**src/rtl/core/hrpd_pkg.sv**
```systemverilog
// Shared types, constants and the elaboration-time ratio table builder for the HSI-to-RGB duty block.
package hrpd_pkg;

  // field widths
  localparam int unsigned ADC_W      = 13;
  localparam int unsigned SAT_W      = 9;
  localparam int unsigned PERIOD_W   = 16;
  localparam int unsigned DUTY_W     = 16;
  localparam int unsigned RATIO_W    = 19;
  localparam int unsigned COMP_W     = 17;
  localparam int unsigned CFG_ADDR_W = 4;
  localparam int unsigned CFG_DATA_W = 32;

  // Q1.8 unity and register reset values
  localparam int unsigned UNITY          = 256;
  localparam int unsigned SAT_RESET      = 256;
  localparam int unsigned INTEN_RESET    = 128;
  localparam int unsigned PERIOD_RESET   = 8000;

  // angle constants in Q28
  localparam logic [63:0] ONE_Q28      = 64'd268435456;
  localparam logic [63:0] PI_Q28       = 64'd843314857;
  localparam logic [63:0] PI_THIRD_Q28 = PI_Q28 / 3;

  // register indexes
  typedef enum logic [1:0] {
    CFG_SATURATION = 2'd0,
    CFG_INTENSITY  = 2'd1,
    CFG_PWM_PERIOD = 2'd2
  } cfg_idx_e;

  // 120-degree sector, named after the component that leads it
  typedef enum logic [1:0] {
    SECTOR_RED   = 2'd0,
    SECTOR_GREEN = 2'd1,
    SECTOR_BLUE  = 2'd2
  } sector_e;

  typedef struct packed {
    logic [SAT_W-1:0]    saturation;
    logic [SAT_W-1:0]    intensity;
    logic [PERIOD_W-1:0] pwm_period;
  } cfg_t;

  typedef struct packed {
    logic    valid;
    sector_e sector;
  } hue_t;

  // Restoring division, evaluated only while building constants.
  function automatic logic [63:0] udiv64(input logic [63:0] num, input logic [63:0] den);
    logic [63:0] quo;
    logic [64:0] rem;
    quo = '0;
    rem = '0;
    for (int b = 63; b >= 0; b--) begin
      rem = {rem[63:0], num[b]};
      if (rem >= {1'b0, den}) begin
        rem    = rem - {1'b0, den};
        quo[b] = 1'b1;
      end
    end
    return quo;
  endfunction

  // Cosine by a thirteen-term Taylor series, Q28 in and out.
  function automatic logic signed [63:0] cos_q28(input logic signed [63:0] x);
    logic [63:0]        ax;
    logic [63:0]        x2;
    logic [63:0]        term;
    logic signed [63:0] sum;
    ax   = x[63] ? $unsigned(-x) : $unsigned(x);
    x2   = (ax * ax) >> 28;
    term = ONE_Q28;
    sum  = $signed(ONE_Q28);
    term = ((term * x2) >> 28) / 64'd2;   sum = sum - $signed(term);
    term = ((term * x2) >> 28) / 64'd12;  sum = sum + $signed(term);
    term = ((term * x2) >> 28) / 64'd30;  sum = sum - $signed(term);
    term = ((term * x2) >> 28) / 64'd56;  sum = sum + $signed(term);
    term = ((term * x2) >> 28) / 64'd90;  sum = sum - $signed(term);
    term = ((term * x2) >> 28) / 64'd132; sum = sum + $signed(term);
    term = ((term * x2) >> 28) / 64'd182; sum = sum - $signed(term);
    term = ((term * x2) >> 28) / 64'd240; sum = sum + $signed(term);
    term = ((term * x2) >> 28) / 64'd306; sum = sum - $signed(term);
    term = ((term * x2) >> 28) / 64'd380; sum = sum + $signed(term);
    term = ((term * x2) >> 28) / 64'd462; sum = sum - $signed(term);
    term = ((term * x2) >> 28) / 64'd552; sum = sum + $signed(term);
    return sum;
  endfunction

  // One entry of cos(a)/cos(60deg - a) in signed Q16, rounded to nearest.
  function automatic logic signed [RATIO_W-1:0] ratio_entry(input int unsigned idx,
                                                            input int unsigned entries);
    logic signed [63:0] a;
    logic signed [63:0] b;
    logic signed [63:0] num;
    logic signed [63:0] den;
    logic signed [63:0] res;
    logic [63:0]        mag;
    logic [63:0]        q;
    a   = $signed(udiv64(64'(idx) * 64'd2 * PI_Q28, 64'(entries) * 64'd3));
    b   = $signed(PI_THIRD_Q28) - a;
    num = cos_q28(a);
    den = cos_q28(b);
    if (den <= 64'sd0) begin
      den = 64'sd1;
    end
    mag = num[63] ? $unsigned(-num) : $unsigned(num);
    q   = udiv64((mag << 16) + ($unsigned(den) >> 1), $unsigned(den));
    res = num[63] ? -$signed(q) : $signed(q);
    return res[RATIO_W-1:0];
  endfunction

endpackage

```
**src/rtl/core/hrpd_comp.sv**
```systemverilog
// Component pipeline: HSI mixing, clamping and PWM duty scaling.
module hrpd_comp (
  input  logic                              clk_i,
  input  logic                              rst_ni,
  input  hrpd_pkg::hue_t                    hue_i,
  input  logic signed [hrpd_pkg::RATIO_W-1:0] ratio_i,
  input  hrpd_pkg::cfg_t                    cfg_i,
  output logic                              done_o,
  output logic [hrpd_pkg::DUTY_W-1:0]       red_duty_o,
  output logic [hrpd_pkg::DUTY_W-1:0]       green_duty_o,
  output logic [hrpd_pkg::DUTY_W-1:0]       blue_duty_o
);
  import hrpd_pkg::*;

  // divide by 3 through a rounded-up reciprocal; exact over the ranges used
  localparam int unsigned DIV3_SHIFT    = 20;
  localparam int unsigned DIV3_MUL      = ((1 << DIV3_SHIFT) + 2) / 3;
  localparam int unsigned DIV3_SM_SHIFT = 9;
  localparam int unsigned DIV3_SM_MUL   = ((1 << DIV3_SM_SHIFT) + 2) / 3;
  localparam int unsigned DIV3_BULK     = UNITY / 3;
  localparam int unsigned NW            = 26;
  localparam int unsigned MIN_W         = 15;
  localparam int unsigned PR_W          = COMP_W + PERIOD_W;
  localparam int unsigned FULL_W        = PR_W + SAT_W;

  logic [SAT_W-1:0] sat_eff, iv_eff;

  hue_t a_q, b_q, c_q, d_q;
  logic ve_q, vf_q;

  logic signed [RATIO_W-1:0] ratio_a;
  logic signed [28:0]  mix_prod, mix_sum;
  logic [NW-1:0]       num_b_q, num_b_d;
  logic [36:0]         main_prod;
  logic [COMP_W-1:0]   main_c_q, main_c_d;
  logic [MIN_W-1:0]    minor_c_q, minor_c_d;
  logic [SAT_W-1:0]    minor_v;
  logic [15:0]         minor_lo;
  logic [COMP_W-1:0]   comp_d_q [3];
  logic [COMP_W-1:0]   comp_d_d [3];
  logic [PR_W-1:0]     pr_e_q [3];
  logic [PR_W-1:0]     pr_e_d [3];
  logic [DUTY_W-1:0]   duty_q [3];
  logic [DUTY_W-1:0]   duty_d [3];

  // clamp the Q1.8 registers at unity
  assign sat_eff = (cfg_i.saturation > SAT_W'(UNITY)) ? SAT_W'(UNITY) : cfg_i.saturation;
  assign iv_eff  = (cfg_i.intensity > SAT_W'(UNITY)) ? SAT_W'(UNITY) : cfg_i.intensity;
  assign ratio_a = ratio_i;

  // main numerator: one plus saturation times ratio, dropped at zero
  always_comb begin
    mix_prod = $signed({1'b0, sat_eff}) * ratio_a;
    mix_sum  = 29'sd16777216 + mix_prod;
    num_b_d  = mix_sum[28] ? '0 : mix_sum[NW-1:0];
  end

  // main over 768 and the minor component
  always_comb begin
    main_prod = 37'(num_b_q[NW-1:8]) * 37'(DIV3_MUL);
    main_c_d  = main_prod[DIV3_SHIFT +: COMP_W];
    minor_v   = SAT_W'(UNITY) - sat_eff;
    minor_lo  = 16'(minor_v) * 16'(DIV3_SM_MUL);
    minor_c_d = MIN_W'(17'(minor_v) * 17'(DIV3_BULK) + 17'(minor_lo[15:DIV3_SM_SHIFT]));
  end

  // place main, minor and rest by sector, or grey on all three when saturation is zero
  always_comb begin
    logic signed [18:0] rest_s;
    logic [COMP_W-1:0]  rest;
    logic [COMP_W-1:0]  minor;
    logic [COMP_W-1:0]  grey;
    rest_s = 19'sd65536 - $signed({2'b00, main_c_q}) - $signed({4'b0000, minor_c_q});
    rest   = rest_s[18] ? '0 : rest_s[COMP_W-1:0];
    minor  = COMP_W'(minor_c_q);
    grey   = {iv_eff, 8'h00};
    case (c_q.sector)
      SECTOR_RED: begin
        comp_d_d[0] = main_c_q;
        comp_d_d[1] = rest;
        comp_d_d[2] = minor;
      end
      SECTOR_GREEN: begin
        comp_d_d[0] = minor;
        comp_d_d[1] = main_c_q;
        comp_d_d[2] = rest;
      end
      default: begin
        comp_d_d[0] = rest;
        comp_d_d[1] = minor;
        comp_d_d[2] = main_c_q;
      end
    endcase
    if (sat_eff == '0) begin
      comp_d_d[0] = grey;
      comp_d_d[1] = grey;
      comp_d_d[2] = grey;
    end
  end

  // scale by period, then by intensity, and saturate
  always_comb begin
    logic [FULL_W-1:0] full;
    logic [FULL_W-25:0] shifted;
    for (int c = 0; c < 3; c++) begin
      pr_e_d[c] = PR_W'(comp_d_q[c]) * PR_W'(cfg_i.pwm_period);
      full      = FULL_W'(pr_e_q[c]) * FULL_W'(iv_eff);
      shifted   = full[FULL_W-1:24];
      duty_d[c] = (shifted > (FULL_W-24)'(16'hFFFF)) ? 16'hFFFF : shifted[DUTY_W-1:0];
    end
  end

  // advance the valid bits and sectors
  always_ff @(posedge clk_i or negedge rst_ni) begin
    if (!rst_ni) begin
      a_q  <= '0;
      b_q  <= '0;
      c_q  <= '0;
      d_q  <= '0;
      ve_q <= 1'b0;
      vf_q <= 1'b0;
    end else begin
      a_q  <= hue_i;
      b_q  <= a_q;
      c_q  <= b_q;
      d_q  <= c_q;
      ve_q <= d_q.valid;
      vf_q <= ve_q;
    end
  end

  // advance the payload
  always_ff @(posedge clk_i) begin
    num_b_q   <= num_b_d;
    main_c_q  <= main_c_d;
    minor_c_q <= minor_c_d;
    for (int c = 0; c < 3; c++) begin
      comp_d_q[c] <= comp_d_d[c];
      pr_e_q[c]   <= pr_e_d[c];
      duty_q[c]   <= duty_d[c];
    end
  end

  assign done_o       = vf_q;
  assign red_duty_o   = duty_q[0];
  assign green_duty_o = duty_q[1];
  assign blue_duty_o  = duty_q[2];

endmodule
```
**config.mk**
```make
export PLATFORM = sky130hd
export DESIGN_NAME = hrpd_comp
export DESIGN_NICKNAME = d
export VERILOG_FILES = /design/src/rtl/core/hrpd_pkg.sv /design/src/rtl/core/hrpd_comp.sv
export SDC_FILE = /design/constraint.sdc
export NUM_CORES = 2
export LEC_CHECK = 0
export BUFFER_PORTS_ARGS = -buffer_cell sky130_fd_sc_hd__buf_2
export CAP_MARGIN = 20
export CORE_MARGIN = 5
export CORE_UTILIZATION = 60
export CTS_CLUSTER_DIAMETER = 120
export DETAILED_ROUTE_END_ITERATION = 10
export GPL_ROUTABILITY_DRIVEN = 0
export PLACE_DENSITY = 0.76
export SETUP_SLACK_MARGIN = 0.1
export SYNTH_ARGS = -nofsm -noshare
export SYNTH_HDL_FRONTEND = slang
export SYNTH_SLANG_ARGS = --single-unit
```
**constraint.sdc**
```tcl
create_clock -name clk_i -period 9.4 [get_ports clk_i]
set_clock_uncertainty 0.15 [all_clocks]
set_input_delay 2.82 -clock clk_i [delete_from_list [all_inputs] [get_ports clk_i]]
set_output_delay 2.82 -clock clk_i [all_outputs]
set_load 0.05 [all_outputs]
```
==> flow_results.org <==
** Layout
- The finished layout holds 10030 standard cells, fillers aside.
- In the final design database the tool counted 10810 nets.
- Cells with a size suffix above 1 make up 5.479% of the layout.
- Cells fill 64.51% of the core in the end.
- The area growth from synthesis to layout is 6.510%.

** Global route
- Global-route wire length before repair :: 281100 um
- Entering global routing, the biggest net connects 103 pins.
- Summed over all layers, the global routing overflow is 0.
- Vias in the first global route :: 59000
- Antenna violations before repair :: 6
- For this run, the total global-route usage over all layers was measured as 26.61%.

** Timing
- Worst slew margin :: 36.87%
- Setup violations remaining at the end of the flow were counted as 0.
- The number of hold violations in the final report is 0.
- Final-report max-slew violation count :: 0
- Final worst-path cycle share :: 96.24%
- Setup repair after global routing could not meet its margin everywhere.
- Worst Max-Slew Pin Slew :: 945.7 ps
- Worst-case hold slack :: 197.0 ps
- Timing would allow up to 110.5 MHz.
- For the finished layout, the period the worst path requires is 9046 ps.

** Floorplanning
- The die covers 0.1283 mm2.
- The die is 358.2 um tall.
- The die is 358.2 um wide.
- Ports :: 107
- The floorplan has 127 rows.
- Floorplan core area :: 0.1201 mm2
- Starting density of the core :: 60.57%

** Setup path
- Category of the worst setup path launch point :: primary input
- The startpoint identified for the worst register-to-register timing path is comp_d_q[0][10]$_DFF_P_.
- CP Data Required Time :: 9740 ps
- Worst Setup Path Type :: in -> reg
- Arrival time of the worst setup path :: 9380 ps
- In this run the worst setup path begins at cfg_i[7].
- The worst setup path is captured at a register.
- Along the worst path, the maximum fanout reaches 15.

** Synthesis
- Top_reg_cell synth :: dfxtp_1
- Of all cell types, the one taking the most synthesized area is fa_1.
- The share of the Yosys chip area taken by registers is 7.236%.
- For this run, asynchronously set or reset flops after synthesis account for 4.615%.
- By area, the combinational part of the netlist is dominated by adder cells.
- The number of different library cells used by synthesis comes to 71.
- Multiplexer cells account for 0.2476% of the synthesized area.
- Post-synth EDFFs :: 0
- Summing the areas of all compound-gate instances in the mapped netlist gives 5.398% of the synthesized area.
- Top cells by area, synth :: fa_1 43%, ha_1 14%, inv_1 11%
- After Yosys synthesis, full adders, half adders and majority gates account for 56.74% of the synthesized area.
- After Yosys synthesis, XOR and XNOR cells account for 2.430% of the synthesized area.
- Portion of synthesized cell area occupied by the leading cell type :: 42.81%
- Simple-gate portion of the synthesized area :: 14.75%
- Number of register bits inferred by synthesis :: 260
- Each instance of the synthesized netlist takes up on average 8.662 um2.
- Synthesis Warnings :: 0
- In this run the cell area of the synthesized design comes to 0.07276 mm2.
- The cell count after synthesis came out at 8400.
- Net count after synthesis :: 10820

** Clock network
- Clock tree from TritonCTS :: built
- Clock tree synthesis selected as its root buffer the cell clkbuf_16.
- TritonCTS sink count :: 260
- Clock-pin slew was measured on the worst setup and hold paths at 60 ps.
- Buffer levels on the longest clock path :: 3
- Inserted Clock Buffers :: 39
- CTS HTree Levels :: 2
- Latest clock arrival within the worst-skew pair :: 630 ps

** Route
- Detailed-routing iteration count for the pre-antenna-repair pass :: 6
- Number of DRC violations after detailed routing :: 0
- Vias per cell :: 5.419
- For this block, the routed nets add up to 163900 um of wire.
- Number of nets still failing antenna checks after routing :: 0
- The routed layout has 54360 vias.
- After detailed routing, the average wire length per cell comes to 16.34 um.
- Initial DRC Count :: 3252

** Worst hold path
- In this run the most critical hold path is launched from b_q[0]$_DFF_PN0_.
- The worst hold path belongs to the class reg -> reg.

** Placement
- Number of input and output port buffers inserted :: 106
- Counting tap cells, the placed design contains a total of 9950 instances.
- Post-DP HPWL :: 136100 um

** Status
- Outcome :: finished clean

** Flow run
- The tool flagged a number of max-cap violations equal to 0.
-- routing by layer --
layer | vias up | global-route usage (%) | wire length [um]
li1 | 24600 | - | -
met1 | 27410 | 33.65 | 64680
met2 | 1956 | 47.25 | 82300
met3 | 392 | 3.724 | 11040
met4 | 2 | 8.865 | 5898
met5 | - | 0 | 7
-- logic make-up after synthesis --
logic type | count (synthesis)
buffers and inverters | 2557
adder cells (fa/ha/maj) | 2366
multiplexers | 18
AO/OA/AOI/OAI | 601
XOR/XNOR | 201
AND/OR/NAND/NOR | 2397
flip-flops | 260
-- placed cells by master (no fill, tap or decap), types with 14 or more instances in the layout --
cell type / Yosys / final
nand4_1: 21 / 21
nor2_1: 144 / 144
nand2_1: 1544 / 1543
buf_2: 2 / 103
inv_1: 2170 / 2163
buf_12: 0 / 23
o21a_1: 40 / 40
xnor2_1: 134 / 131
xor2_1: 66 / 65
buf_4: 0 / 200
nor2b_1: 42 / 31
a21o_1: 90 / 90
nand3_1: 40 / 40
and2_1: 453 / 452
ha_1: 810 / 802
a22oi_1: 24 / 24
o21bai_1: 28 / 26
clkbuf_16: 0 / 39
a211oi_1: 14 / 14
nand2b_1: 45 / 45
fa_1: 1556 / 1556
dfxtp_1: 248 / 248
mux2i_1: 18 / 18
a21oi_1: 186 / 179
o31ai_1: 19 / 19
and3_1: 17 / 17
o21ai_0: 86 / 79
nor3_1: 47 / 47
-- sequential cells by signal, summed over array words and instances (netlist names) --
signal	cells
duty_q	48
done_o	1
c_q	3
b_q	3
minor_c_q	15
ve_q	1
num_b_q	18
pr_e_q	99
d_q	1
main_c_q	17
a_q	3
comp_d_q	51
-- what timing repair did --
item | in CTS | in global routing
resized for setup | 0 | 13
hold buffers | 0 | 0
setup buffers | 0 | 4
setup endpoints to repair | 0 | 9
-- stage by stage --
step	setup slack, ps	setup TNS [ps]	instance area, um2
2_1_floorplan	-72.71	-104.0	72980
3_5_place_dp	-416.9	-2679	76030
3_3_place_gp	-286.1	-1232	76020
4_1_cts	214.9	0	77390
5_1_grt	11.74	0	77490
6_report	353.9	0	77500
-- synth_stat cells (21+ instances only) --
master and instances:
dfxtp_1 248, nand4_1 21, nor2_1 144, inv_1 2170, nand2_1 1544, xor2_1 66
o21a_1 40, nand2b_1 45, o21bai_1 28, nand3_1 40, buf_1 102, clkbuf_1 283
a22oi_1 24, a21oi_1 186, ha_1 810, fa_1 1556, and2_1 453, nor2b_1 42
nor3_1 47, o21ai_0 86, xnor2_1 134, a21o_1 90
-- critical path: stages --
cell	delay, ps
buf_2	340
buf_4	310
nand2_1	120
fa_1	600
fa_1	450
fa_1	580
fa_1	460
fa_1	490
inv_1	50
fa_1	430
ha_1	310
a21o_1	190
a21o_1	170
a21o_1	180
a21o_1	170
a21o_1	210
a221oi_1	350
buf_4	190
a2111oi_0	110
o21a_1	210
o21a_1	200
o311ai_0	430
-- cell type report --
cell class / instances / area, um2
fill: 9803 / 42630
tap: 1612 / 2017
clock inverter: 26 / 344.1
sequential: 260 / 5265
timing repair buffer: 329 / 2504
inverter: 2170 / 8150
clock buffer: 46 / 1022
multi-input combinational: 5583 / 58180
antenna: 5 / 12.51
-- path summary, 6_finish.rpt --
kind	end	slack, ps	depth (start not counted)
setup reg to reg	pr_e_q[0][31]$_DFF_P_	2080	24
min in group asynchronous	c_q[0]$_DFF_PN0_	1920	1
hold / removal	c_q[0]$_DFF_PN0_	200	0
max in group asynchronous	b_q[0]$_DFF_PN0_	6960	1
hold reg to reg	c_q[0]$_DFF_PN0_	200	0
setup / recovery	pr_e_q[0][31]$_DFF_P_	350	22
Power is not shown: default switching activity piles up to over one toggle a cycle in this logic, so the estimate is an artifact.
