===== src/rtl/core/hrpd_pkg.sv =====
// Shared types, constants and the elaboration-time ratio table builder for the HSI-to-RGB duty block.
package hrpd_pkg;

  // field widths
  localparam int unsigned ADC_W      = 13;
  localparam int unsigned SAT_W      = 9;
  localparam int unsigned PERIOD_W   = 16;
  localparam int unsigned DUTY_W     = 16;
  localparam int unsigned RATIO_W    = 19;
  localparam int unsigned COMP_W     = 17;
  localparam int unsigned CFG_ADDR_W = 4;
  localparam int unsigned CFG_DATA_W = 32;

  // Q1.8 unity and register reset values
  localparam int unsigned UNITY          = 256;
  localparam int unsigned SAT_RESET      = 256;
  localparam int unsigned INTEN_RESET    = 128;
  localparam int unsigned PERIOD_RESET   = 8000;

  // angle constants in Q28
  localparam logic [63:0] ONE_Q28      = 64'd268435456;
  localparam logic [63:0] PI_Q28       = 64'd843314857;
  localparam logic [63:0] PI_THIRD_Q28 = PI_Q28 / 3;

  // register indexes
  typedef enum logic [1:0] {
    CFG_SATURATION = 2'd0,
    CFG_INTENSITY  = 2'd1,
    CFG_PWM_PERIOD = 2'd2
  } cfg_idx_e;

  // 120-degree sector, named after the component that leads it
  typedef enum logic [1:0] {
    SECTOR_RED   = 2'd0,
    SECTOR_GREEN = 2'd1,
    SECTOR_BLUE  = 2'd2
  } sector_e;

  typedef struct packed {
    logic [SAT_W-1:0]    saturation;
    logic [SAT_W-1:0]    intensity;
    logic [PERIOD_W-1:0] pwm_period;
  } cfg_t;

  typedef struct packed {
    logic    valid;
    sector_e sector;
  } hue_t;

  // Restoring division, evaluated only while building constants.
  function automatic logic [63:0] udiv64(input logic [63:0] num, input logic [63:0] den);
    logic [63:0] quo;
    logic [64:0] rem;
    quo = '0;
    rem = '0;
    for (int b = 63; b >= 0; b--) begin
      rem = {rem[63:0], num[b]};
      if (rem >= {1'b0, den}) begin
        rem    = rem - {1'b0, den};
        quo[b] = 1'b1;
      end
    end
    return quo;
  endfunction

  // Cosine by a thirteen-term Taylor series, Q28 in and out.
  function automatic logic signed [63:0] cos_q28(input logic signed [63:0] x);
    logic [63:0]        ax;
    logic [63:0]        x2;
    logic [63:0]        term;
    logic signed [63:0] sum;
    ax   = x[63] ? $unsigned(-x) : $unsigned(x);
    x2   = (ax * ax) >> 28;
    term = ONE_Q28;
    sum  = $signed(ONE_Q28);
    term = ((term * x2) >> 28) / 64'd2;   sum = sum - $signed(term);
    term = ((term * x2) >> 28) / 64'd12;  sum = sum + $signed(term);
    term = ((term * x2) >> 28) / 64'd30;  sum = sum - $signed(term);
    term = ((term * x2) >> 28) / 64'd56;  sum = sum + $signed(term);
    term = ((term * x2) >> 28) / 64'd90;  sum = sum - $signed(term);
    term = ((term * x2) >> 28) / 64'd132; sum = sum + $signed(term);
    term = ((term * x2) >> 28) / 64'd182; sum = sum - $signed(term);
    term = ((term * x2) >> 28) / 64'd240; sum = sum + $signed(term);
    term = ((term * x2) >> 28) / 64'd306; sum = sum - $signed(term);
    term = ((term * x2) >> 28) / 64'd380; sum = sum + $signed(term);
    term = ((term * x2) >> 28) / 64'd462; sum = sum - $signed(term);
    term = ((term * x2) >> 28) / 64'd552; sum = sum + $signed(term);
    return sum;
  endfunction

  // One entry of cos(a)/cos(60deg - a) in signed Q16, rounded to nearest.
  function automatic logic signed [RATIO_W-1:0] ratio_entry(input int unsigned idx,
                                                            input int unsigned entries);
    logic signed [63:0] a;
    logic signed [63:0] b;
    logic signed [63:0] num;
    logic signed [63:0] den;
    logic signed [63:0] res;
    logic [63:0]        mag;
    logic [63:0]        q;
    a   = $signed(udiv64(64'(idx) * 64'd2 * PI_Q28, 64'(entries) * 64'd3));
    b   = $signed(PI_THIRD_Q28) - a;
    num = cos_q28(a);
    den = cos_q28(b);
    if (den <= 64'sd0) begin
      den = 64'sd1;
    end
    mag = num[63] ? $unsigned(-num) : $unsigned(num);
    q   = udiv64((mag << 16) + ($unsigned(den) >> 1), $unsigned(den));
    res = num[63] ? -$signed(q) : $signed(q);
    return res[RATIO_W-1:0];
  endfunction

endpackage


===== src/rtl/core/hrpd_hue.sv =====
// Hue pipeline: millivolts to hue, wrap, sector split and ratio table index.
module hrpd_hue #(
  parameter int unsigned RATIO_TABLE_ENTRIES = 256,
  parameter int unsigned HUE_FRACTION_BITS   = 4
) (
  input  logic                                   clk_i,
  input  logic                                   rst_ni,
  input  logic                                   valid_i,
  input  logic [hrpd_pkg::ADC_W-1:0]             adc_mv_i,
  output hrpd_pkg::hue_t                         hue_o,
  output logic [$clog2(RATIO_TABLE_ENTRIES)-1:0] idx_o
);
  import hrpd_pkg::*;

  // mv * 9 fits ADC_W + 4 bits, then the hue fraction is shifted in
  localparam int unsigned XW         = ADC_W + 4 + HUE_FRACTION_BITS;
  localparam int unsigned D125_SHIFT = XW;
  localparam int unsigned D125_MUL   = (1 << D125_SHIFT) / 125;
  localparam int unsigned MW         = XW - 6;
  localparam int unsigned PW         = XW + MW;
  localparam int unsigned QW         = XW - 6;
  localparam int unsigned HUE_FULL   = 360 << HUE_FRACTION_BITS;
  localparam int unsigned HUE_SECTOR = 120 << HUE_FRACTION_BITS;
  localparam int unsigned HW         = $clog2(HUE_FULL);
  localparam int unsigned OW         = $clog2(HUE_SECTOR);
  localparam int unsigned IW         = $clog2(RATIO_TABLE_ENTRIES);
  localparam int unsigned TW         = $clog2(HUE_SECTOR * RATIO_TABLE_ENTRIES);
  localparam int unsigned DSEC_MUL   = (1 << TW) / HUE_SECTOR;
  localparam int unsigned IDX_MUL    = RATIO_TABLE_ENTRIES * DSEC_MUL;
  localparam int unsigned CW         = $clog2(IDX_MUL + 1);
  localparam int unsigned P2W        = OW + CW;

  // stage 1: scaled reading and reciprocal product for the divide by 125
  logic          v1_q;
  logic [XW-1:0] x1_q, x1_d;
  logic [PW-1:0] p1_q, p1_d;
  // stage 2: quotient estimate and remainder
  logic          v2_q;
  logic [QW-1:0] q2_q, q2_d;
  logic [7:0]    r2_q, r2_d;
  // stage 3: wrapped hue
  logic          v3_q;
  logic [HW-1:0] hue3_q, hue3_d;
  logic [QW-1:0] hue_raw;
  // stage 4: sector and offset
  hue_t          h4_q, h4_d;
  logic [OW-1:0] off4_q, off4_d;
  // stage 5: index product and scaled offset
  hue_t          h5_q;
  logic [P2W-1:0] p5_q, p5_d;
  logic [TW-1:0] t5_q, t5_d;
  // stage 6: corrected index
  hue_t          h6_q;
  logic [IW-1:0] idx6_q, idx6_d;
  logic [IW-1:0] i_est;
  logic [TW-1:0] i_rem;

  // scale the reading and multiply by the reciprocal of 125
  always_comb begin
    x1_d = ((XW'(adc_mv_i) << 3) + XW'(adc_mv_i)) << HUE_FRACTION_BITS;
    p1_d = PW'(x1_d) * PW'(MW'(D125_MUL));
  end

  // take the estimate and its remainder
  always_comb begin
    logic [XW-1:0] rem_full;
    q2_d     = p1_q[PW-1:D125_SHIFT];
    rem_full = x1_q - XW'(q2_d) * XW'(125);
    r2_d     = rem_full[7:0];
  end

  // correct the quotient and wrap past 360 degrees
  always_comb begin
    hue_raw = q2_q + QW'(r2_q >= 8'd125);
    if (hue_raw >= QW'(HUE_FULL)) begin
      hue_raw = hue_raw - QW'(HUE_FULL);
    end
    hue3_d = hue_raw[HW-1:0];
  end

  // split into sector and offset
  always_comb begin
    logic [HW-1:0] off_full;
    h4_d.valid = v3_q;
    if (hue3_q < HW'(HUE_SECTOR)) begin
      h4_d.sector = SECTOR_RED;
      off_full    = hue3_q;
    end else if (hue3_q < HW'(2 * HUE_SECTOR)) begin
      h4_d.sector = SECTOR_GREEN;
      off_full    = hue3_q - HW'(HUE_SECTOR);
    end else begin
      h4_d.sector = SECTOR_BLUE;
      off_full    = hue3_q - HW'(2 * HUE_SECTOR);
    end
    off4_d = off_full[OW-1:0];
  end

  // scale the offset to table entries with a reciprocal of the sector width
  always_comb begin
    p5_d = P2W'(off4_q) * P2W'(IDX_MUL);
    t5_d = TW'(off4_q) * TW'(RATIO_TABLE_ENTRIES);
  end

  // correct the index estimate by one step
  always_comb begin
    i_est  = p5_q[TW +: IW];
    i_rem  = t5_q - TW'(i_est) * TW'(HUE_SECTOR);
    idx6_d = i_est + IW'(i_rem >= TW'(HUE_SECTOR));
  end

  // advance the valid bits
  always_ff @(posedge clk_i or negedge rst_ni) begin
    if (!rst_ni) begin
      v1_q <= 1'b0;
      v2_q <= 1'b0;
      v3_q <= 1'b0;
      h4_q <= '0;
      h5_q <= '0;
      h6_q <= '0;
    end else begin
      v1_q <= valid_i;
      v2_q <= v1_q;
      v3_q <= v2_q;
      h4_q <= h4_d;
      h5_q <= h4_q;
      h6_q <= h5_q;
    end
  end

  // advance the payload
  always_ff @(posedge clk_i) begin
    x1_q   <= x1_d;
    p1_q   <= p1_d;
    q2_q   <= q2_d;
    r2_q   <= r2_d;
    hue3_q <= hue3_d;
    off4_q <= off4_d;
    p5_q   <= p5_d;
    t5_q   <= t5_d;
    idx6_q <= idx6_d;
  end

  assign hue_o = h6_q;
  assign idx_o = idx6_q;

endmodule


===== config.mk =====
export PLATFORM = sky130hd
export DESIGN_NAME = hrpd_hue
export DESIGN_NICKNAME = d
export VERILOG_FILES = /design/src/rtl/core/hrpd_pkg.sv /design/src/rtl/core/hrpd_hue.sv
export SDC_FILE = /design/constraint.sdc
export NUM_CORES = 1
export LEC_CHECK = 0
export BUFFER_PORTS_ARGS = -buffer_cell sky130_fd_sc_hd__buf_4
export CAP_MARGIN = 40
export CORE_ASPECT_RATIO = 0.9
export CORE_UTILIZATION = 58
export DETAILED_ROUTE_END_ITERATION = 12
export PLACE_DENSITY = 0.78
export SLEW_MARGIN = 5
export SYNTH_ARGS = -nofsm -noshare
export SYNTH_HDL_FRONTEND = slang
export SYNTH_SLANG_ARGS = --single-unit

===== constraint.sdc =====
create_clock -name clk_i -period 5.5 [get_ports clk_i]
set_input_delay 0.275 -clock clk_i [delete_from_list [all_inputs] [get_ports clk_i]]
set_output_delay 0.275 -clock clk_i [all_outputs]
set_load 0.05 [all_outputs]

==> results of run 1 <==
-- final cells by class --
cell class	instances	area, um2
flip-flops and latches	104	2150
fillers	919	3670
repair buffers	137	1040
inverters	165	619
clock inverters	6	67.6
clock buffers	10	239
multi-input cells	633	6890
well taps	198	248
-- sequential cells by signal, summed over array words and instances, names as in the netlist, 3 cells and up --
register / count
h5_q: 3
p1_q: 18
p5_q: 8
q2_q: 14
t5_q: 11
off4_q: 11
r2_q: 8
h4_q: 3
idx_o: 8
hue_o: 3
hue3_q: 13
-- cells in the final DEF (no fill, tap or decap), types with 4 or more instances in the layout --
cell type,count
xor2_1,23
nor2b_1,12
o21ai_2,4
dfxtp_1,89
o21a_1,9
o21bai_1,4
nand2b_1,4
nand3_1,18
dfrtp_1,12
buf_4,131
clkbuf_16,9
nand2_2,5
fa_1,55
ha_4,30
nand4_1,7
and3_1,5
a21oi_2,12
xnor2_2,6
nand2_1,16
xnor2_1,43
a31oi_1,5
ha_1,189
nor2_1,40
buf_6,4
nor3_1,12
inv_1,162
and2_1,7
a21o_1,16
a21oi_1,20
o21ai_1,5
o21ai_0,17
-- metrics by stage --
step	setup TNS, ns	cell area (um2)	utilization
finish	-0.152	11300	0.754
global route	-2.63	11300	0.754
CTS	0	10600	0.710
detailed placement	-5.31	10200	0.681
global placement	-3.08	10200	0.681
floorplan	0	9080	-
-- per-layer routing --
layer,track usage,up-vias
li1,-,3323
met1,0.308,3287
met2,0.433,168
met3,0.0516,51
met4,0.0597,0
met5,0,-
-- what timing repair did --
action,in CTS,in global routing
hold buffers,1,0
pin swaps,20,67
hold endpoints to repair,12,0
gates resized for setup,22,73
setup endpoints to repair,16,21
setup buffers,0,21
-- path summary, 6_finish.rpt --
path | startpoint | end | slack (ns) | cells after the start
min in group asynchronous | rst_ni | h4_q[0] | 0.31 | 2
max in group asynchronous | rst_ni | v3_q | 5.05 | 2
max | adc_mv_i[3] | p1_q[33] | -0.06 | 28
min reg2reg | hue3_q[4] | off4_q[4] | 0.32 | 0
min | valid_i | v1_q | 0.05 | 1
max reg2reg | p5_q[20] | idx_o[4] | 0.04 | 24
-- cells by family after synthesis --
| logic type | count (synthesis) |
|---|---|
| adders and majority gates | 278 |
| buffers and inverters | 169 |
| DFF | 104 |
| xor gates and xnor gates | 74 |
| and+or+nand+nor | 152 |
| muxes | 4 |
| AOI/OAI and AO/OA | 125 |
==> run summary, run 1 <==
Status: finished, violations left
Violated checks: setup timing
Largest net degree at the start of global routing: 18
Cell repeated most along the worst path: buf_4
Chip width: 133 um
CTS Buffer Depth: 2
Row Count: 42
Share of cells above drive strength 1: 0.239
Core box area: 14,900 um2
Die height: 120 um
GR Overflow Total: 0
Crit Path Class: input pin to flop
Crit path largest cell delay: 0.55 ns
Slew HR: 0.481
Synth unique cells: 62
Worst endpoint required time: 5.77 ns
Met2 wire length: 10,400 um
Area growth from synthesis to layout: 24.8%
Clk root buf: clkbuf_16
Met3 WL: 886 um
CP startpoint kind: input pin
Slew Limit Fails: 0
Worst slew pin tran: 0.771 ns
Syn Inst Count: 906
Highest Signal Layer: met4
Cell taking the most area after synthesis: ha_1
Max Clk Rate: 180 MHz
Finish-stage setup viols: 3
Max_cap viols: 0
CP top delay family: adder cells
Die area: 16,000 um2
Top-area cell type share of the netlist area: 0.305
Final non-filler cell total: 1,253
Worst setup margin: -0.0605 ns
Warnings, synthesis: 0
Starting Density: 0.604
WL final: 20,900 um
Buffers on Ports: 26
Count leader, synth: ha_1
H-tree levels: 3
Fin crit period: 5.56 ns
Register area share after synthesis: 0.238
Via/cell ratio: 5.45
First drt pass iteration count: 5
Final #Nets: 1,344
Tot GR Track Use: 0.246
EDFF count, synth: 0
Ranking of synthesized cells by area: ha_1 (31%), dfxtp_1 (20%), fa_1 (13%)
Worst clock skew: 0.00835 ns
Setup WS pre-CTS: -0.424 ns
CTS Sinks: 104
Diode count: 0
CTS tree: built
Routed len/inst: 16.7 um
DRC marker count from the first detailed-route iteration: 329
Final ANT Viol Nets: 0
Final count of hold timing violations: 0
Unrepaired setup endpoints after global routing: yes
Mux contribution to synthesized area: 0.00444
Most instantiated cells after synthesis: ha_1 (220), inv_1 (165), dfxtp_1 (92)
Syn Nets: 1,200
Critical Path AT: 5.83 ns
Fin Hold WS: 0.0450 ns
IO Pins: 27
Netlist Area Pre-Place: 9010 um2
First-pass GRT wire length: 31,300 um
Ys async rst share: 0.115
Post-route clock period utilization: 1.01
DRC Markers: 0
Worst path slowest cell: fa_1
Number of global-route vias before repair: 6,894
Final HPWL DP: 15,000 um
Synth Area in Adders: 0.434
Synthesized area per cell: 9.95 um2
Post-Synth Simple-Gate Area: 0.0873
M1 WL: 9090 um
Synth Area in Compound Gates: 0.0924
Number of synthesized register bits: 104
Routability cong.: 0.904
Clock Latency Late Sink: 0.35 ns
Dpl cells: 1,215
XOR/XNOR share of the synthesized area: 0.0727
Largest family of logic cells by synthesized area: adder cells
Buf/Inv on CP: 6
Min-delay worst type: input pin to flop
Synth Flop Type: dfxtp_1
Number of CTS-inserted buffers: 9
Initial antenna violation count: 0
Clock-pin slew on the worst setup and hold paths: 0.07 ns
CP max FO: 3
Crit. End Element: flop
Vias: 6,829
Power of run 1 is left out: the tool's default activity adds up to more than one toggle a clock period on the data nets, which glitch-free logic cannot reach.
==> inputs of run 2 (changes only) <==
--- a/config.mk
+++ b/config.mk
@@ -7,5 +7,4 @@
 export LEC_CHECK = 0
 export BUFFER_PORTS_ARGS = -buffer_cell sky130_fd_sc_hd__buf_4
-export CAP_MARGIN = 40
 export CORE_ASPECT_RATIO = 0.9
 export CORE_UTILIZATION = 58
==> constraint.sdc (replaced) <==
create_clock -name clk_i -period 5.5 [get_ports clk_i]
set_input_delay 0.825 -clock clk_i [delete_from_list [all_inputs] [get_ports clk_i]]
set_output_delay 0.825 -clock clk_i [all_outputs]
set_load 0.05 [all_outputs]
==> run 2 against run 1 <==
  * The run still ends with setup timing left
  * Sequential share of layout area decreased by 0.61 points
  * Register-to-register slack worse by 0.14 ns
  * Non-clock buffer count grew 14
  * Die area did not move
  * Critical endpoint is now p1_q[34]
  * Highest routed layer unchanged
==> run summary, run 2 (same netlist as run 1, synthesis figures left out) <==
H-tree levels: 3
WL final: 23,000 um
Crit. End Element: flop
CTS Buffer Depth: 2
CP max FO: 3
Number of CTS-inserted buffers: 9
Crit Path Class: input pin to flop
GR Overflow Total: 0
Final HPWL DP: 15,300 um
CP startpoint kind: input pin
Worst Reg-to-Reg Cells: 25
Met3 Usage GRT: 0.0373
Min-delay worst type: input pin to asynchronous set/reset pin
GRT met1 Usage: 0.338
Gr busiest metal: met2
Routed len/inst: 18.1 um
Status: finished, violations left
Max_cap viols: 0
Die area: 16,000 um2
Finish-stage setup viols: 22
First-pass GRT wire length: 34,300 um
Core box area: 14,900 um2
DRC Markers: 0
Area growth from synthesis to layout: 28.8%
Cts hold-fix bufs: 0
Worst clock skew: 0.00825 ns
Commonest non-fill, non-tap cell in the layout: ha_1
Worst slew pin tran: 0.997 ns
Row Count: 42
Number of global-route vias before repair: 7,239
Largest regs: p1_q: 18 flops, q2_q: 14 flops, hue3_q: 13 flops
Final ANT Viol Nets: 0
Met2 Usage GRT: 0.489
Die height: 120 um
Unrepaired setup endpoints after global routing: yes
Vias: 7,014
Routability cong.: 0.843
Worst endpoint required time: 5.77 ns
Max Clk Rate: 164 MHz
Share of cells above drive strength 1: 0.274
Diode count: 0
Starting Density: 0.604
CTS tree: built
Violated checks: setup timing
Top reg by flops: p1_q
Max reg flops: 18
IO Pins: 27
Clock-pin slew on the worst setup and hold paths: 0.08 ns
Post-route clock period utilization: 1.11
Setup WS pre-CTS: -0.879 ns
Chip width: 133 um
Buffers on Ports: 26
Critical Path AT: 6.37 ns
Most frequent cells in the layout: ha_1 (183), inv_1 (154), buf_4 (137), dfxtp_1 (89), fa_1 (54)
Final count of hold timing violations: 0
Tot GR Track Use: 0.273
CTS Sinks: 104
Initial antenna violation count: 0
First drt pass iteration count: 6
Worst setup margin: -0.607 ns
Fin crit period: 6.11 ns
DRC marker count from the first detailed-route iteration: 450
Clk root buf: clkbuf_16
Slew Limit Fails: 0
Final #Nets: 1,358
Via/cell ratio: 5.54
Clock Latency Late Sink: 0.35 ns
Largest net degree at the start of global routing: 20
Slew HR: 0.329
==> run 2: per-layer routing <==
metal	up-vias	wire [um]
met3	74	1050
met1	3403	9510
met4	0	899
met5	-	0
li1	3336	-
met2	201	11500
==> run 2: cell type report <==
class | count | area, um2
repair buffers | 151 | 1200
clock buffers | 11 | 254
clock inverters | 5 | 67.6
well taps | 198 | 248
inverters | 165 | 619
fillers | 884 | 3320
flip-flops and latches | 104 | 2150
multi-input cells | 633 | 7080
==> run 2: worst paths after layout <==
| check | from | to | slack, ns |
|---|---|---|---|
| max reg2reg | p5_q[21] | idx_o[7] | -0.10 |
| max in group asynchronous | rst_ni | v2_q | 5.06 |
| min | rst_ni | h4_q[0] | 0.29 |
| min in group clk_i | hue3_q[6] | off4_q[6] | 0.33 |
| max | adc_mv_i[2] | p1_q[34] | -0.61 |
| min reg2reg | hue3_q[6] | off4_q[6] | 0.33 |
==> run 2: critical path, cell delays in order <==
cell	delay, ns
buf_4	0.13
ha_4	0.26
o21ai_2	0.07
o21a_1	0.20
o21bai_1	0.12
a21o_1	0.16
a21oi_2	0.08
nor2b_2	0.20
mux2i_1	0.32
nand2_1	0.17
buf_4	0.18
buf_6	0.11
buf_4	0.13
ha_1	0.29
ha_1	0.31
ha_1	0.30
inv_2	0.04
fa_1	0.54
inv_2	0.05
ha_4	0.24
ha_4	0.25
ha_4	0.28
and4_4	0.22
nand4b_1	0.16
a311oi_2	0.37
nand2b_1	0.16
xnor2_1	0.20
==> run 2: what timing repair did <==
action / CTS / global route
pin swaps: 60 / 44
hold endpoints to repair: 0 / 0
endpoints found under the setup margin: 23 / 23
buffers inserted: 11 / 12
gates resized for setup: 77 / 51
cloned: 0 / 0
==> run 2: per-stage QoR <==
stage / util / setup TNS [ns] / hold WS (ns) / cells / cell area [um2]
2_1_floorplan: - / -2.81 / 0.310 / 906 / 9180
3_3_place_gp: 0.695 / -9.17 / 0.311 / 1228 / 10400
3_5_place_dp: 0.695 / -11.51 / 0.312 / 1228 / 10400
4_1_cts: 0.754 / -2.46 / 0.287 / 1255 / 11300
5_1_grt: 0.778 / -10.60 / 0.294 / 1267 / 11600
6_report: 0.778 / -6.18 / 0.293 / 1267 / 11600
Power of run 2 is left out for the same reason.
