**src/rtl/core/hrpd_pkg.sv**
```systemverilog
// Shared types, constants and the elaboration-time ratio table builder for the HSI-to-RGB duty block.
package hrpd_pkg;

  // field widths
  localparam int unsigned ADC_W      = 13;
  localparam int unsigned SAT_W      = 9;
  localparam int unsigned PERIOD_W   = 16;
  localparam int unsigned DUTY_W     = 16;
  localparam int unsigned RATIO_W    = 19;
  localparam int unsigned COMP_W     = 17;
  localparam int unsigned CFG_ADDR_W = 4;
  localparam int unsigned CFG_DATA_W = 32;

  // Q1.8 unity and register reset values
  localparam int unsigned UNITY          = 256;
  localparam int unsigned SAT_RESET      = 256;
  localparam int unsigned INTEN_RESET    = 128;
  localparam int unsigned PERIOD_RESET   = 8000;

  // angle constants in Q28
  localparam logic [63:0] ONE_Q28      = 64'd268435456;
  localparam logic [63:0] PI_Q28       = 64'd843314857;
  localparam logic [63:0] PI_THIRD_Q28 = PI_Q28 / 3;

  // register indexes
  typedef enum logic [1:0] {
    CFG_SATURATION = 2'd0,
    CFG_INTENSITY  = 2'd1,
    CFG_PWM_PERIOD = 2'd2
  } cfg_idx_e;

  // 120-degree sector, named after the component that leads it
  typedef enum logic [1:0] {
    SECTOR_RED   = 2'd0,
    SECTOR_GREEN = 2'd1,
    SECTOR_BLUE  = 2'd2
  } sector_e;

  typedef struct packed {
    logic [SAT_W-1:0]    saturation;
    logic [SAT_W-1:0]    intensity;
    logic [PERIOD_W-1:0] pwm_period;
  } cfg_t;

  typedef struct packed {
    logic    valid;
    sector_e sector;
  } hue_t;

  // Restoring division, evaluated only while building constants.
  function automatic logic [63:0] udiv64(input logic [63:0] num, input logic [63:0] den);
    logic [63:0] quo;
    logic [64:0] rem;
    quo = '0;
    rem = '0;
    for (int b = 63; b >= 0; b--) begin
      rem = {rem[63:0], num[b]};
      if (rem >= {1'b0, den}) begin
        rem    = rem - {1'b0, den};
        quo[b] = 1'b1;
      end
    end
    return quo;
  endfunction

  // Cosine by a thirteen-term Taylor series, Q28 in and out.
  function automatic logic signed [63:0] cos_q28(input logic signed [63:0] x);
    logic [63:0]        ax;
    logic [63:0]        x2;
    logic [63:0]        term;
    logic signed [63:0] sum;
    ax   = x[63] ? $unsigned(-x) : $unsigned(x);
    x2   = (ax * ax) >> 28;
    term = ONE_Q28;
    sum  = $signed(ONE_Q28);
    term = ((term * x2) >> 28) / 64'd2;   sum = sum - $signed(term);
    term = ((term * x2) >> 28) / 64'd12;  sum = sum + $signed(term);
    term = ((term * x2) >> 28) / 64'd30;  sum = sum - $signed(term);
    term = ((term * x2) >> 28) / 64'd56;  sum = sum + $signed(term);
    term = ((term * x2) >> 28) / 64'd90;  sum = sum - $signed(term);
    term = ((term * x2) >> 28) / 64'd132; sum = sum + $signed(term);
    term = ((term * x2) >> 28) / 64'd182; sum = sum - $signed(term);
    term = ((term * x2) >> 28) / 64'd240; sum = sum + $signed(term);
    term = ((term * x2) >> 28) / 64'd306; sum = sum - $signed(term);
    term = ((term * x2) >> 28) / 64'd380; sum = sum + $signed(term);
    term = ((term * x2) >> 28) / 64'd462; sum = sum - $signed(term);
    term = ((term * x2) >> 28) / 64'd552; sum = sum + $signed(term);
    return sum;
  endfunction

  // One entry of cos(a)/cos(60deg - a) in signed Q16, rounded to nearest.
  function automatic logic signed [RATIO_W-1:0] ratio_entry(input int unsigned idx,
                                                            input int unsigned entries);
    logic signed [63:0] a;
    logic signed [63:0] b;
    logic signed [63:0] num;
    logic signed [63:0] den;
    logic signed [63:0] res;
    logic [63:0]        mag;
    logic [63:0]        q;
    a   = $signed(udiv64(64'(idx) * 64'd2 * PI_Q28, 64'(entries) * 64'd3));
    b   = $signed(PI_THIRD_Q28) - a;
    num = cos_q28(a);
    den = cos_q28(b);
    if (den <= 64'sd0) begin
      den = 64'sd1;
    end
    mag = num[63] ? $unsigned(-num) : $unsigned(num);
    q   = udiv64((mag << 16) + ($unsigned(den) >> 1), $unsigned(den));
    res = num[63] ? -$signed(q) : $signed(q);
    return res[RATIO_W-1:0];
  endfunction

endpackage

```
**src/rtl/core/hrpd_cfg.sv**
```systemverilog
// APB-style register file holding saturation, intensity and PWM period.
module hrpd_cfg (
  input  logic                             clk_i,
  input  logic                             rst_ni,
  input  logic                             psel,
  input  logic                             penable,
  input  logic                             pwrite,
  input  logic [hrpd_pkg::CFG_ADDR_W-1:0]  paddr,
  input  logic [hrpd_pkg::CFG_DATA_W-1:0]  pwdata,
  output logic [hrpd_pkg::CFG_DATA_W-1:0]  prdata,
  output logic                             pready,
  output hrpd_pkg::cfg_t                   cfg_o
);
  import hrpd_pkg::*;

  cfg_t     cfg_q, cfg_d;
  cfg_idx_e reg_idx;
  logic     wr_en;

  assign pready  = 1'b1;
  assign wr_en   = psel & penable & pwrite;
  assign reg_idx = cfg_idx_e'(paddr[3:2]);

  // decode a write transfer
  always_comb begin
    cfg_d = cfg_q;
    if (wr_en) begin
      unique case (reg_idx)
        CFG_SATURATION: cfg_d.saturation = pwdata[SAT_W-1:0];
        CFG_INTENSITY:  cfg_d.intensity  = pwdata[SAT_W-1:0];
        CFG_PWM_PERIOD: cfg_d.pwm_period = pwdata[PERIOD_W-1:0];
        default:        cfg_d = cfg_q;
      endcase
    end
  end

  // hold the registers
  always_ff @(posedge clk_i or negedge rst_ni) begin
    if (!rst_ni) begin
      cfg_q.saturation <= SAT_W'(SAT_RESET);
      cfg_q.intensity  <= SAT_W'(INTEN_RESET);
      cfg_q.pwm_period <= PERIOD_W'(PERIOD_RESET);
    end else begin
      cfg_q <= cfg_d;
    end
  end

  // read back
  always_comb begin
    unique case (reg_idx)
      CFG_SATURATION: prdata = CFG_DATA_W'(cfg_q.saturation);
      CFG_INTENSITY:  prdata = CFG_DATA_W'(cfg_q.intensity);
      CFG_PWM_PERIOD: prdata = CFG_DATA_W'(cfg_q.pwm_period);
      default:        prdata = '0;
    endcase
  end

  assign cfg_o = cfg_q;

endmodule

```
**config.mk**
```make
export PLATFORM = sky130hd
export DESIGN_NAME = hrpd_cfg
export DESIGN_NICKNAME = d
export VERILOG_FILES = /design/src/rtl/core/hrpd_pkg.sv /design/src/rtl/core/hrpd_cfg.sv
export SDC_FILE = /design/constraint.sdc
export NUM_CORES = 1
export LEC_CHECK = 0
export BUFFER_PORTS_ARGS = -buffer_cell sky130_fd_sc_hd__buf_4
export CAP_MARGIN = 20
export CORE_MARGIN = 3
export CORE_UTILIZATION = 42
export CTS_CLUSTER_SIZE = 14
export DETAILED_ROUTE_END_ITERATION = 8
export PLACE_DENSITY_LB_ADDON = 0.08
export SLEW_MARGIN = 20
export SYNTH_ARGS = -nofsm -noshare
export SYNTH_HDL_FRONTEND = slang
export SYNTH_SLANG_ARGS = --single-unit
```
**constraint.sdc**
```tcl
create_clock -name clk_i -period 1.2 [get_ports clk_i]
set_input_delay 0.24 -clock clk_i [delete_from_list [all_inputs] [get_ports clk_i]]
set_output_delay 0.24 -clock clk_i [all_outputs]
set_load 0.005 [all_outputs]
```
==> metrics.txt, run 1 <==
# TYPE chip_impl_metric gauge
chip_impl_info{name="worst_r2r_endpoint",value="cfg_o[23]$_DFFE_PN1P_"} 1
chip_impl_metric{name="rrSetupSlack",unit="ns"} 0.17
chip_impl_metric{name="critical-path-max-stage-delay",unit="ns"} 0.53
chip_impl_metric{name="detail_route.drc_violations",unit=""} 0
chip_impl_metric{name="num_antenna_cells",unit=""} 0
chip_impl_metric{name="met3_usage_grt",unit=""} 0.0504
chip_impl_metric{name="die_area",unit="um^2"} 4890
chip_impl_metric{name="pin_count_of_the_biggest_net_entering_global_routing",unit=""} 35
chip_impl_metric{name="cellPowerDensity",unit="nW/um^2"} 1470
chip_impl_metric{name="gr-total-overflow",unit=""} 0
chip_impl_metric{name="finClkSkew",unit="ns"} 0
chip_impl_metric{name="timing.critical_path.buf_inv",unit=""} 1
chip_impl_metric{name="layout_min_cycle_time",unit="ns"} 1.40
chip_impl_metric{name="cp.arrival",unit="ns"} 1.16
chip_impl_info{name="path_delay_family",value="flip-flops"} 1
chip_impl_metric{name="drt-vias-per-instance",unit=""} 4.71
chip_impl_metric{name="synthCells",unit=""} 132
chip_impl_info{name="layout.cells.most_common",value="buf_4"} 1
chip_impl_metric{name="wl_per_cell",unit="um"} 14.6
chip_impl_info{name="ctsRootBufferMaster",value="clkbuf_8"} 1
chip_impl_metric{name="pin_count",unit=""} 108
chip_impl_info{name="unrepaired_setup_endpoints_after_global_routing",value="yes"} 1
chip_impl_metric{name="grt_first_pass_wirelength",unit="mm"} 6.84
chip_impl_metric{name="crit_path_max_fanout",unit=""} 2
chip_impl_info{name="worst_r2r_startpoint",value="cfg_o[23]$_DFFE_PN1P_"} 1
chip_impl_metric{name="row_count",unit=""} 22
chip_impl_metric{name="initial_utilization",unit=""} 0.452
chip_impl_metric{name="cap_violations",unit=""} 0
chip_impl_metric{name="postSynthRegisterBits",unit=""} 34
chip_impl_metric{name="setup_viol_count_final",unit=""} 18
chip_impl_metric{name="max_freq",unit="MHz"} 716
chip_impl_metric{name="worst_ir_drop_vdd",unit="mV"} 0.796
chip_impl_metric{name="cts_num_sinks",unit=""} 34
chip_impl_info{name="worstHoldStart",value="pwdata[14]"} 1
chip_impl_metric{name="layout.filler_cells",unit=""} 279
chip_impl_metric{name="final_weighted_congestion_in_routability_driven_placement",unit=""} 0.730
chip_impl_metric{name="clockBufferDepth",unit=""} 2
chip_impl_metric{name="postSynthAreaPerCell",unit="um^2"} 13.0
chip_impl_metric{name="detail_route_antenna_nets",unit=""} 0
chip_impl_metric{name="hold_viol",unit=""} 0
chip_impl_metric{name="largest_reg_flops",unit=""} 34
chip_impl_metric{name="met2_usage",unit=""} 0.310
chip_impl_metric{name="seq_area_frac_synth",unit=""} 0.501
chip_impl_info{name="critical_path_class",value="register to output port"} 1
chip_impl_metric{name="tritoncts.num_buffers",unit=""} 5
chip_impl_metric{name="placed_wire_length_estimate_after_detailed_placement",unit="mm"} 3.07
chip_impl_metric{name="combinationalPowerShare",unit=""} 0.396
chip_impl_metric{name="ys_warn_count",unit=""} 0
chip_impl_metric{name="cell_internal_pwr",unit="mW"} 2.97
chip_impl_metric{name="io_buffers",unit=""} 72
chip_impl_metric{name="drv_slew",unit=""} 0
chip_impl_info{name="violations_in_the_final_reports",value="setup timing"} 1
chip_impl_metric{name="power.clock.fraction",unit=""} 0.194
chip_impl_metric{name="detailroute.via_count",unit=""} 1384
chip_impl_metric{name="antenna_found_initial",unit=""} 0
chip_impl_metric{name="clk_pin_slew_worst_paths",unit="ns"} 0.06
chip_impl_metric{name="first_pass_iters",unit=""} 4
chip_impl_metric{name="worst-endpoint-required",unit="ns"} 0.96
chip_impl_info{name="type_of_the_worst_min_delay_path",value="primary input to register"} 1
chip_impl_info{name="end_kind",value="output port"} 1
chip_impl_metric{name="total_switching_power",unit="mW"} 1.06
chip_impl_metric{name="use_met1",unit=""} 0.208
chip_impl_metric{name="post_route_cells_drive_above_1_share",unit=""} 0.691
chip_impl_metric{name="core-area",unit="um^2"} 3800
chip_impl_metric{name="first_global_vias",unit=""} 1421
chip_impl_metric{name="chipWidth",unit="um"} 70.0
chip_impl_metric{name="netlist_area",unit="um^2"} 1720
chip_impl_info{name="hold-path-endpoint",value="cfg_o[14]$_DFFE_PN0P_"} 1
chip_impl_metric{name="p_total",unit="mW"} 4.03
chip_impl_metric{name="seqPwrFrac",unit=""} 0.411
chip_impl_metric{name="timing.reg2reg.worst_path_depth",unit=""} 4
chip_impl_info{name="grt-busiest-layer",value="met2"} 1
chip_impl_metric{name="globalRouteTotalUtil",unit=""} 0.177
chip_impl_metric{name="final.setup.tns",unit="ns"} -1.50
chip_impl_info{name="timing.critical_path.slowest_stage_cell",value="dfstp_2"} 1
chip_impl_metric{name="ys_types",unit=""} 18
chip_impl_metric{name="clk_latency",unit="ns"} 0.28
chip_impl_metric{name="cts-htree-levels",unit=""} 2
chip_impl_metric{name="detail_route.wirelength",unit="mm"} 4.31
chip_impl_info{name="commonest_cells_after_routing_fill_and_taps_aside",value="92 x buf_4, 26 x dfrtp_1, 21 x mux2_2, 20 x buf_6, 17 x conb_1"} 1
chip_impl_info{name="critPathLaunchType",value="register"} 1
chip_impl_metric{name="fin_ws",unit="ns"} -0.196
chip_impl_info{name="cts_tree",value="built"} 1
chip_impl_metric{name="leakagePower",unit="nW"} 1.41
chip_impl_metric{name="final_nets",unit=""} 286
chip_impl_metric{name="min_period_over_period",unit=""} 1.16
chip_impl_metric{name="dr.first_iter.drc_count",unit=""} 43
chip_impl_metric{name="area_delta_synth_final",unit="%"} 59.1
chip_impl_info{name="status",value="finished with violations"} 1
chip_impl_info{name="startpoint",value="cfg_o[8]$_DFFE_PN1P_"} 1
chip_impl_metric{name="worstHoldPathCells",unit=""} 2
chip_impl_info{name="cp_cell_sequence",value="mux2i_1 > o21ai_1 > buf_4"} 1
chip_impl_metric{name="die_height",unit="um"} 70.0
chip_impl_metric{name="final.hold.worst_slack",unit="ns"} 0.188
chip_impl_metric{name="netSwitchingFraction",unit=""} 0.263
routing by layer:
metal / wire length (um) / vias to the layer above
li1: - / 645
met1: 1710 / 682
met2: 2290 / 55
met3: 280 / 2
met4: 27 / 0
met5: 0 / -
per-stage QoR:
| step | setup slack, ns | util | area [um^2] | instances |
|---|---|---|---|---|
| 4_1_cts | -0.214 | 0.687 | 2610 | 287 |
| 3_5_place_dp | -0.213 | 0.619 | 2350 | 260 |
| 5_1_grt | -0.281 | 0.720 | 2730 | 294 |
| 6_report | -0.196 | 0.720 | 2730 | 294 |
| 2_1_floorplan | -0.0532 | - | 1800 | 147 |
| 3_3_place_gp | -0.200 | 0.619 | 2350 | 260 |
layout make-up:
class	count	area, um^2	area share
repair buffers	113	926	0.339
flip-flops and latches	34	861	0.315
well taps	48	60.1	0.0220
multi-input cells	91	807	0.295
clock buffers	8	80.1	0.0293
what timing repair did:
item / in CTS / in global routing
resized for setup: 19 / 20
setup buffers: 18 / 9
setup endpoints to repair: 16 / 26
pin swaps: 3 / 5
hold endpoints to repair: 26 / 0
hold buffers: 1 / 0
gates cloned: 0 / 0
cells by family (layout without fill, tap and decap cells):
family,count (synthesis),in the layout,share of synthesized area
muxes,43,43,0.295
DFF,34,34,0.501
and+or+nand+nor,22,22,0.0801
buffers and inverters,22,121,0.0932
AOI/OAI and AO/OA,9,9,0.0262
other,2,17,0.00437
power by group through the flow:
stage	clock (mW)	combinational, mW	sequential, mW
after global placement	0	1.15	1.67
final	0.781	1.59	1.65
after CTS	0.805	1.45	1.63
after global routing	0.872	1.72	1.69
after floorplan	0	0.482	1.68
after detailed placement	0	1.17	1.69
synth_stat cells, drive strengths merged:
| cell type | number | area [um^2] |
|---|---|---|
| mux2i | 9 | 90.1 |
| buf | 21 | 156 |
| nand3 | 1 | 10.0 |
| dfrtp | 26 | 651 |
| mux2 | 34 | 417 |
| conb | 2 | 7.51 |
| and2 | 7 | 43.8 |
| nor2b | 2 | 12.5 |
| dfstp | 8 | 210 |
| clkbuf | 1 | 3.75 |
| or3b | 1 | 8.76 |
| nor3b | 1 | 18.8 |
| nand2 | 9 | 33.8 |
| o21ai | 9 | 45.0 |
| nor3 | 1 | 10.0 |
worst max-delay path by stage:
stage,endpoint,depth (start not counted)
finish,prdata[8],3
global route,prdata[8],3
CTS,prdata[8],3
detailed placement,cfg_o[24]$_DFFE_PN0P_,5
global placement,cfg_o[20]$_DFFE_PN0P_,5
floorplan,cfg_o[13]$_DFFE_PN0P_,4
Power figures use the tool's default switching activity.
==> run 2, diff against run 1 <==
--- a/config.mk
+++ b/config.mk
@@ -11,3 +11,3 @@
 export CORE_UTILIZATION = 42
-export CTS_CLUSTER_SIZE = 14
+export CTS_CLUSTER_SIZE = 20
 export DETAILED_ROUTE_END_ITERATION = 8
==> constraint.sdc (replaced) <==
create_clock -name clk_i -period 1.2 [get_ports clk_i]
set_input_delay 0.18 -clock clk_i [delete_from_list [all_inputs] [get_ports clk_i]]
set_output_delay 0.18 -clock clk_i [all_outputs]
set_load 0.005 [all_outputs]
==> metrics.txt, run 2 (synthesis results as in run 1) <==
# TYPE chip_impl_metric gauge
chip_impl_metric{name="area_delta_synth_final",unit="%"} 54.9
chip_impl_metric{name="leakagePower",unit="nW"} 1.37
chip_impl_metric{name="die_area",unit="um^2"} 4890
chip_impl_metric{name="detail_route_antenna_nets",unit=""} 0
chip_impl_metric{name="min_period_over_period",unit=""} 1.08
chip_impl_metric{name="cp.arrival",unit="ns"} 1.11
chip_impl_metric{name="placed_wire_length_estimate_after_detailed_placement",unit="mm"} 3.08
chip_impl_metric{name="detail_route.wirelength",unit="mm"} 4.22
chip_impl_metric{name="layoutNonFillerInstCount",unit=""} 291
chip_impl_metric{name="chipWidth",unit="um"} 70.0
chip_impl_metric{name="placedCellCount",unit=""} 260
chip_impl_metric{name="wl_per_cell",unit="um"} 14.5
chip_impl_metric{name="cap_violations",unit=""} 0
chip_impl_metric{name="drv_slew",unit=""} 0
chip_impl_metric{name="die_height",unit="um"} 70.0
chip_impl_metric{name="crit_path_max_fanout",unit=""} 2
chip_impl_metric{name="utilization",unit=""} 0.701
chip_impl_metric{name="post_route_cells_drive_above_1_share",unit=""} 0.675
chip_impl_metric{name="tritoncts.num_buffers",unit=""} 5
chip_impl_metric{name="globalRouteTotalUtil",unit=""} 0.172
chip_impl_metric{name="first_pass_iters",unit=""} 4
chip_impl_metric{name="multi_input_area",unit="um^2"} 783
chip_impl_metric{name="setup_viol_count_final",unit=""} 6
chip_impl_metric{name="dpl_cell_area",unit="um^2"} 2330
chip_impl_metric{name="initial_utilization",unit=""} 0.452
chip_impl_metric{name="drt-vias-per-instance",unit=""} 4.58
chip_impl_metric{name="pin_count",unit=""} 108
chip_impl_metric{name="final_weighted_congestion_in_routability_driven_placement",unit=""} 0.720
chip_impl_metric{name="worst_ir_drop_vdd",unit="mV"} 1.02
chip_impl_metric{name="gr-total-overflow",unit=""} 0
chip_impl_metric{name="cts_num_sinks",unit=""} 34
chip_impl_metric{name="detailroute.via_count",unit=""} 1332
chip_impl_metric{name="num_antenna_cells",unit=""} 0
chip_impl_metric{name="io_buffers",unit=""} 72
chip_impl_metric{name="grt_first_pass_wirelength",unit="mm"} 6.55
chip_impl_info{name="type_of_the_worst_min_delay_path",value="primary input to register"} 1
chip_impl_metric{name="final_nets",unit=""} 283
chip_impl_metric{name="layout.area.seq",unit="um^2"} 861
chip_impl_metric{name="worst-endpoint-required",unit="ns"} 1.02
chip_impl_metric{name="core-area",unit="um^2"} 3800
chip_impl_metric{name="finClkSkew",unit="ns"} 0
chip_impl_metric{name="cellPowerDensity",unit="nW/um^2"} 1480
chip_impl_info{name="unrepaired_setup_endpoints_after_global_routing",value="yes"} 1
chip_impl_info{name="cts_tree",value="built"} 1
chip_impl_metric{name="finalInstanceArea",unit="um^2"} 2660
chip_impl_metric{name="clockBufferDepth",unit=""} 2
chip_impl_metric{name="fin_ws",unit="ns"} -0.0910
chip_impl_metric{name="clk_latency",unit="ns"} 0.27
chip_impl_metric{name="detail_route.drc_violations",unit=""} 0
chip_impl_info{name="violations_in_the_final_reports",value="setup timing"} 1
chip_impl_metric{name="final.setup.tns",unit="ns"} -0.274
chip_impl_metric{name="place_ws",unit="ns"} -0.170
chip_impl_metric{name="layout.filler_cells",unit=""} 296
chip_impl_metric{name="first_global_vias",unit=""} 1347
chip_impl_metric{name="layout_min_cycle_time",unit="ns"} 1.29
chip_impl_info{name="critPathLaunchType",value="register"} 1
chip_impl_metric{name="dr.first_iter.drc_count",unit=""} 35
chip_impl_metric{name="antenna_found_initial",unit=""} 0
chip_impl_metric{name="clk_pin_slew_worst_paths",unit="ns"} 0.06
chip_impl_info{name="ctsRootBufferMaster",value="clkbuf_8"} 1
chip_impl_info{name="critical_path_class",value="register to output port"} 1
chip_impl_metric{name="hold_viol",unit=""} 0
chip_impl_metric{name="row_count",unit=""} 22
chip_impl_info{name="layout.cells.most_common",value="buf_4"} 1
chip_impl_metric{name="pin_count_of_the_biggest_net_entering_global_routing",unit=""} 35
chip_impl_info{name="end_kind",value="output port"} 1
chip_impl_metric{name="cts-htree-levels",unit=""} 2
chip_impl_metric{name="largest_reg_flops",unit=""} 34
chip_impl_info{name="commonest_cells_after_routing_fill_and_taps_aside",value="96 x buf_4, 26 x dfrtp_1, 25 x mux2_2, 17 x conb_1, 13 x buf_6"} 1
chip_impl_metric{name="max_freq",unit="MHz"} 775
chip_impl_info{name="status",value="finished with violations"} 1
run 2: changes by cell type in the layout (fill, tap and decap cells not counted):
cell,before,now
o21ai_1,8,9
nand2_1,8,9
and2_4,4,3
buf_6,20,13
buf_4,92,96
nand2_2,1,0
o21ai_2,1,0
and2_1,3,4
mux2_4,13,9
mux2_2,21,25
run 2: routing by layer:
metal  vias to the layer above  routed length [um]  global-route usage
met5                         -                   0                   0
met4                         0                  23              0.0574
met3                         2                 195              0.0360
met2                        46                2290               0.321
met1                       651                1710               0.192
li1                        633                   -                   -
run 2: power by group:
| group | internal (mW) | switching, mW |
|---|---|---|
| clock | 0.412 | 0.375 |
| sequential | 1.46 | 0.187 |
| combinational | 1.03 | 0.479 |
| total | 2.90 | 1.04 |
run 2: repair_timing:
action,4_1_cts,5_1_grt
hold buffers,1,0
cloned,0,0
resized for setup,7,22
setup buffers,15,7
setup endpoints to repair,16,18
hold endpoints to repair,26,0
run 2: path summary, 6_finish.rpt:
| kind | cells past startpoint | endpoint | slack [ns] | startpoint |
|---|---|---|---|---|
| max | 3 | prdata[6] | -0.09 | cfg_o[6]$_DFFE_PN1P_ |
| min | 2 | cfg_o[13]$_DFFE_PN0P_ | 0.14 | pwdata[13] |
| max reg2reg | 3 | cfg_o[3]$_DFFE_PN0P_ | 0.22 | cfg_o[3]$_DFFE_PN0P_ |
| min reg2reg | 1 | cfg_o[14]$_DFFE_PN0P_ | 0.53 | cfg_o[14]$_DFFE_PN0P_ |
| max in group asynchronous | 2 | cfg_o[10]$_DFFE_PN1P_ | 0.48 | rst_ni |
| min in group asynchronous | 2 | cfg_o[16]$_DFFE_PN0P_ | 0.38 | rst_ni |
run 2: critical path, cell delays in order (launching register included):
cell	delay (ns)
dfstp_2	0.53
mux2i_1	0.07
o21ai_1	0.12
buf_4	0.12
run 2: through the flow:
stage / hold slack (ns) / power [mW]
floorplan: -0.116 / 2.14
global placement: 0.144 / 2.80
detailed placement: 0.150 / 2.85
CTS: 0.128 / 3.83
global route: 0.130 / 4.20
finish: 0.139 / 3.95
run 2: layout make-up:
type / instances / area share
Timing Repair Buffer: 110 / 0.330
Tap cell: 48 / 0.0226
Sequential cell: 34 / 0.323
Clock buffer: 8 / 0.0301
Multi-Input combinational cell: 91 / 0.294
